### config.mk
export PLATFORM = sky130hd
export DESIGN_NAME = cbm_ctrl
export DESIGN_NICKNAME = d
export VERILOG_FILES = /design/src/cbm_pkg.sv /design/src/cbm_ctrl.sv
export SDC_FILE = /design/constraint.sdc
export NUM_CORES = 1
export LEC_CHECK = 0
export ABC_CLOCK_PERIOD_IN_PS = 2600
export BUFFER_PORTS_ARGS = -buffer_cell sky130_fd_sc_hd__buf_2
export CORE_AREA = 2 2 61 69
export CTS_BUF_LIST = sky130_fd_sc_hd__clkbuf_8 sky130_fd_sc_hd__clkbuf_16
export CTS_CLUSTER_SIZE = 16
export DETAILED_ROUTE_END_ITERATION = 6
export DIE_AREA = 0 0 63 71
export GPL_ROUTABILITY_DRIVEN = 0
export PLACE_DENSITY_LB_ADDON = 0.08
export SLEW_MARGIN = 10
export SYNTH_ARGS = -nofsm -noshare
export SYNTH_HDL_FRONTEND = slang
export SYNTH_SLANG_ARGS = --single-unit
export TNS_END_PERCENT = 30
### constraint.sdc
create_clock -name i_clk -period 2.6 [get_ports i_clk]
set_input_delay 0.52 -clock i_clk [delete_from_list [all_inputs] [get_ports i_clk]]
set_output_delay 0.52 -clock i_clk [all_outputs]
set_load 0.02 [all_outputs]
### src/cbm_pkg.sv
package cbm_pkg;

    localparam int RamBankBytes = 8192;
    localparam int RomBankBytes = 16384;
    localparam int RamOffW      = $clog2(RamBankBytes);
    localparam int RomOffW      = $clog2(RomBankBytes);

    // bus region, address[15:13]; regions above RGN_ROM_HI are the save RAM window
    localparam logic [2:0] RGN_RAM_EN   = 3'd0;
    localparam logic [2:0] RGN_ROM_BANK = 3'd1;
    localparam logic [2:0] RGN_RAM_BANK = 3'd2;
    localparam logic [2:0] RGN_MODE     = 3'd3;
    localparam logic [2:0] RGN_ROM_HI   = 3'd4;

    // configuration register indexes
    localparam logic CFG_MAPPER_IS_MBC1 = 1'b0;
    localparam logic CFG_RAM_BANK_COUNT = 1'b1;

    localparam logic ACC_READ  = 1'b0;
    localparam logic ACC_WRITE = 1'b1;

    localparam logic [3:0] RAM_EN_KEY = 4'hA;
    localparam logic [7:0] OPEN_BUS   = 8'hFF;

    typedef struct packed {
        logic                rom_fetch;
        logic [18:0]         rom_address;
        logic                ram_rd;
        logic                ram_wr;
        logic [1:0]          bank;
        logic [RamOffW-1:0]  offset;
        logic [7:0]          fill;
    } t_req;

endpackage

### src/cbm_ctrl.sv
module cbm_ctrl
    import cbm_pkg::*;
#(
    parameter int SAVE_BANKS = 4
) (
    input  logic        i_clk,
    input  logic        i_rst_n,
    input  logic        i_cfg_we,
    input  logic        i_cfg_index,
    input  logic [2:0]  i_cfg_data,
    input  logic        i_accept,
    input  logic        i_mode,
    input  logic [15:0] i_address,
    input  logic [7:0]  i_write_data,
    output t_req        o_req
);

    localparam logic [2:0] BankLimit = 3'(SAVE_BANKS);

    logic       r_is_mbc1;
    logic [2:0] r_bank_count;
    logic       r_ram_enable;
    logic [4:0] r_rom_bank;
    logic [1:0] r_ram_sel;
    logic       r_bank_mode;
    logic [1:0] r_active;

    logic       n_ram_enable;
    logic [4:0] n_rom_bank;
    logic [1:0] n_ram_sel;
    logic       n_bank_mode;
    logic [1:0] n_active;

    logic [2:0] w_rgn;
    logic [2:0] w_count;
    logic       w_ram_ok;
    logic [1:0] w_bank;

    assign w_rgn   = i_address[15:13];
    assign w_count = (r_bank_count > BankLimit) ? BankLimit : r_bank_count;
    assign w_ram_ok = r_ram_enable && (r_bank_count != 3'd0);

    always_comb begin
        if (w_count >= 3'd4) begin
            w_bank = r_active;
        end else if (w_count >= 3'd2) begin
            w_bank = {1'b0, r_active[0]};
        end else begin
            w_bank = 2'd0;
        end
    end

    always_comb begin
        n_ram_enable = r_ram_enable;
        n_rom_bank   = r_rom_bank;
        n_ram_sel    = r_ram_sel;
        n_bank_mode  = r_bank_mode;
        n_active     = r_active;

        o_req             = '0;
        o_req.bank        = w_bank;
        o_req.offset      = i_address[RamOffW-1:0];

        if (!r_is_mbc1) begin
            if (i_mode == ACC_READ) begin
                o_req.rom_fetch   = 1'b1;
                o_req.rom_address = {3'd0, i_address};
            end
        end else if (i_mode == ACC_WRITE) begin
            unique case (w_rgn)
                RGN_RAM_EN: begin
                    n_ram_enable = (i_write_data[3:0] == RAM_EN_KEY);
                end
                RGN_ROM_BANK: begin
                    n_rom_bank = (i_write_data[4:0] == 5'd0) ? 5'd1 : i_write_data[4:0];
                end
                RGN_RAM_BANK: begin
                    n_ram_sel = i_write_data[1:0];
                    if (r_bank_mode) begin
                        n_active = i_write_data[1:0];
                    end
                end
                RGN_MODE: begin
                    n_bank_mode = i_write_data[0];
                    if (i_write_data[0]) begin
                        n_active = r_ram_sel;
                    end
                end
                RGN_ROM_HI: begin
                end
                default: begin
                    o_req.ram_wr = w_ram_ok;
                end
            endcase
        end else begin
            unique case (w_rgn)
                RGN_RAM_EN, RGN_ROM_BANK: begin
                    o_req.rom_fetch   = 1'b1;
                    o_req.rom_address = {3'd0, i_address};
                end
                RGN_RAM_BANK, RGN_MODE, RGN_ROM_HI: begin
                    o_req.rom_fetch   = 1'b1;
                    o_req.rom_address = {r_rom_bank, i_address[RomOffW-1:0]};
                end
                default: begin
                    o_req.ram_rd = w_ram_ok;
                    o_req.fill   = w_ram_ok ? 8'h00 : OPEN_BUS;
                end
            endcase
        end
    end

    always_ff @(posedge i_clk) begin
        if (!i_rst_n) begin
            r_is_mbc1    <= 1'b1;
            r_bank_count <= 3'd0;
            r_ram_enable <= 1'b0;
            r_rom_bank   <= 5'd1;
            r_ram_sel    <= 2'd0;
            r_bank_mode  <= 1'b0;
            r_active     <= 2'd0;
        end else begin
            if (i_cfg_we) begin
                unique case (i_cfg_index)
                    CFG_MAPPER_IS_MBC1: r_is_mbc1    <= i_cfg_data[0];
                    CFG_RAM_BANK_COUNT: r_bank_count <= i_cfg_data;
                    default: begin
                    end
                endcase
            end
            if (i_accept) begin
                r_ram_enable <= n_ram_enable;
                r_rom_bank   <= n_rom_bank;
                r_ram_sel    <= n_ram_sel;
                r_bank_mode  <= n_bank_mode;
                r_active     <= n_active;
            end
        end
    end

endmodule

==> flow_metrics.env <==
export IMPL_crit_top_cell="buf_2"
export IMPL_post_route_util_pct=36.35
export IMPL_crit_path_start_kind="primary input"
export IMPL_setup_tns_final_ns=0
export IMPL_synth_seq_cells=15
export IMPL_synth_nets=170
export IMPL_cts_max_level=1
export IMPL_timing_clock_skew_ns=0.0004312
export IMPL_detailroute_via_count=1106
export IMPL_placedCellCount=237
export IMPL_synth_edf_count=0
export IMPL_timing_worst_setup_path_type="in2out"
export IMPL_drt_initial_drc_count=23
export IMPL_grt_setup_unrepaired="false"
export IMPL_antenna_left=0
export IMPL_fp_dieH_um=71
export IMPL_final_period_utilization_pct=84.34
export IMPL_min_period_ns=2.193
export IMPL_ys_dominant_reg_cell="dfxtp_1"
export IMPL_drv_max_cap_violation_count=0
export IMPL_timing_worst_slew_pin_value_ns=0.5361
export IMPL_grt_first_pass_wirelength_mm=4.719
export IMPL_vdd_drop_max_mv=0.1728
export IMPL_synthToLayoutAreaGrowth_pct=25.77
export IMPL_hold_path_startpoint="r_bank_mode"
export IMPL_port_buffer_count=74
export IMPL_critical_path_max_stage_delay_ns=0.38
export IMPL_drt_drc_violations_left=0
export IMPL_leading_area_contributor_after_synthesis="dfxtp_1"
export IMPL_worst_skew_pair_late_latency_ns=0.25
export IMPL_cts_resized=0
export IMPL_track_usage_pct=13.01
export IMPL_synthesis_area_per_instance_um2=8.046
export IMPL_non_filler_instances=241
export IMPL_synth_seq_area_share_pct=27.24
export IMPL_numCtsBuffers=3
export IMPL_yosysMostFrequentCell="buf_4"
export IMPL_postLayoutSetupSlackWorst_ns=0.4072
export IMPL_number_of_buffers_and_inverters_on_the_critical_path=2
export IMPL_worst_reg2reg_endpoint="r_active[0]"
export IMPL_post_synth_main_area_contributors="dfxtp_1 (27%), buf_4 (14%), and2_1 (9.6%)"
export IMPL_post_synth_inst_count=137
export IMPL_critical_path_arrival_ns=1.67
export IMPL_required_time_reported_for_the_critical_path_endpoint_ns=2.08
export IMPL_grt_overflow_total=0
export IMPL_die_area_um2=4473
export IMPL_placement_setup_worst_slack_ns=0.3803
export IMPL_outcome="finished clean"
export IMPL_mappedNetlistArea_um2=1102
export IMPL_row_count=24
export IMPL_cts_path_max_buffers=2
export IMPL_min_delay_worst_endpoint="r_bank_mode"
export IMPL_hold_viol=0
export IMPL_chipWidth_um=63
export IMPL_final_max_slew_viol_count=0
export IMPL_power_density_cell_area_nw_per_um2=426.2
export IMPL_drt_pass1_iter_count=4
export IMPL_worst_path_dominant_cell_family="compound AO/OA/AOI/OAI gates"
export IMPL_achievable_frequency_ghz=0.4560
export IMPL_max_slew_margin_pct=63.99
export IMPL_netlist_cell_type_count=40
export IMPL_synth_async_sr_flop_share_pct=0
export IMPL_worst_setup_slack_for_register_to_register_paths_ns=1.23
export IMPL_dpl_hpwl_mm=2.269
export IMPL_starting_density_of_the_core_pct=28.90
export IMPL_most_frequent_cells_after_synthesis="buf_4 (20), and2_1 (17), dfxtp_1 (15), nand2_1 (11)"
export IMPL_post_drt_via_cell_ratio=4.589
export IMPL_cts_sinks=15
export IMPL_antenna_diode_count=0
export IMPL_clk_root_buffer_cell="clkbuf_8"
export IMPL_synth_warnings=0
export IMPL_cp_slowest_cell="or3b_1"
export IMPL_crit_reg2reg_launch="r_is_mbc1"
export IMPL_synth_top_area_share_pct=27.24
export IMPL_leak_pwr_nw=0.6860
export IMPL_floorplan_core_area_um2=3814
export IMPL_num_nets_final=223
export IMPL_worst_r2r_cell_count=3
export IMPL_cts_post_setup_buffers_inserted=0
export IMPL_hold_path_class="reg2reg"
export IMPL_via_count_of_the_first_global_routing_pass=1073
export IMPL_cts_hold_buffers=0
export IMPL_total_power_mw=0.5909
export IMPL_nFillCells=425
export IMPL_route_detailed_wl_per_inst_um=11.79
export IMPL_clk_pin_slew_ns=0.06
export IMPL_clock_tree_from_tritoncts="built"
export IMPL_critical_path_peak_fanout=12
export IMPL_grt_max_degree=15
export IMPL_grt_antenna_before_repair=0
export IMPL_holdPathStages=2
export IMPL_wl_mm=2.842
export IMPL_top_level_ports=78
export IMPL_critPathCaptureType="output pin"
export IMPL_drive_above_1_share_pct=43.92
export IMPL_setup_viol_count_final=0
export IMPL_timing_critical_path_cells="buf_2 -> or3b_1 -> a21oi_2 -> a22o_1 -> buf_2"
cell families (layout without fill, tap and decap cells):
logic type | count (synthesis) | count (layout) | synth area share (%)
flops | 15 | 15 | 27.24
simple gates | 61 | 61 | 33.26
mux | 5 | 5 | 4.540
compound gates | 27 | 27 | 15.78
buf+inv | 29 | 81 | 19.18
worst min-delay path, cell delays in order (launching register included):
cell     delay [ns]
dfxtp_1        0.30
nand2_1        0.05
mux2i_1        0.05
flip-flops by register name, summed over array words and instances (netlist names):
signal,count
r_is_mbc1,1
r_ram_enable,1
r_rom_bank,5
r_ram_sel,2
r_bank_count,3
r_bank_mode,1
r_active,2
layout make-up:
class	instances	area (um^2)	share of cell area, %
Multi-Input combinational cell	93	590.6	42.60
Timing Repair Buffer	75	377.9	27.26
Sequential cell	15	300.3	21.66
Tap cell	52	65.06	4.693
Clock buffer	3	41.29	2.978
Inverter	2	7.507	0.5415
Clock inverter	1	3.754	0.2708
worst max path at each step:
stage | start | endpoint | slack (ns) | depth (start not counted)
2_1_floorplan | i_address[13] | o_req[1] | 0.18 | 4
3_3_place_gp | i_address[15] | o_req[40] | 0.39 | 5
3_5_place_dp | i_address[15] | o_req[40] | 0.38 | 5
4_1_cts | i_address[15] | o_req[40] | 0.38 | 5
5_1_grt | i_address[15] | o_req[39] | 0.30 | 5
6_report | i_address[15] | o_req[39] | 0.41 | 5
stage by stage:
stage | hold slack [ns] | instance area [um^2]
2_1_floorplan | 0.4316 | 1102
3_3_place_gp | 0.4434 | 1341
3_5_place_dp | 0.4487 | 1341
4_1_cts | 0.4576 | 1386
5_1_grt | 0.4825 | 1386
6_report | 0.4533 | 1386
per-layer routing:
metal / vias to the layer above / global-route usage, % / part of all wire (%)
met5: - / 0 / 0
met4: 0 / 6.173 / 1.7
met3: 5 / 2.544 / 8.7
met2: 54 / 23.76 / 48
met1: 483 / 14.37 / 42
li1: 564 / - / -
where the power goes:
group / switching [mW] / internal (mW)
clock: 0.0844 / 0.105
combinational: 0.102 / 0.0606
sequential: 0.00421 / 0.235
cell usage in the layout, fill, tap and decap left out, drive strengths merged:
cell    count
nand4       1
o31a        1
a22o        2
o21ai       6
nor3b       2
a41oi       1
nor3        3
dfxtp      15
mux2i       5
nor4        2
or2         1
nand3b      1
nor2b       1
and2       17
or3b        2
o211a       1
nor4bb      1
o41ai       1
o22ai       1
nand2b      4
nor2        2
nand3      10
clkbuf      3
a211oi      2
a21oi      10
clkinv      1
and4        1
nand2      11
o21a        1
inv         2
and3        2
o211ai      1
buf        75
Note: power is estimated with default switching activity, not from simulation.
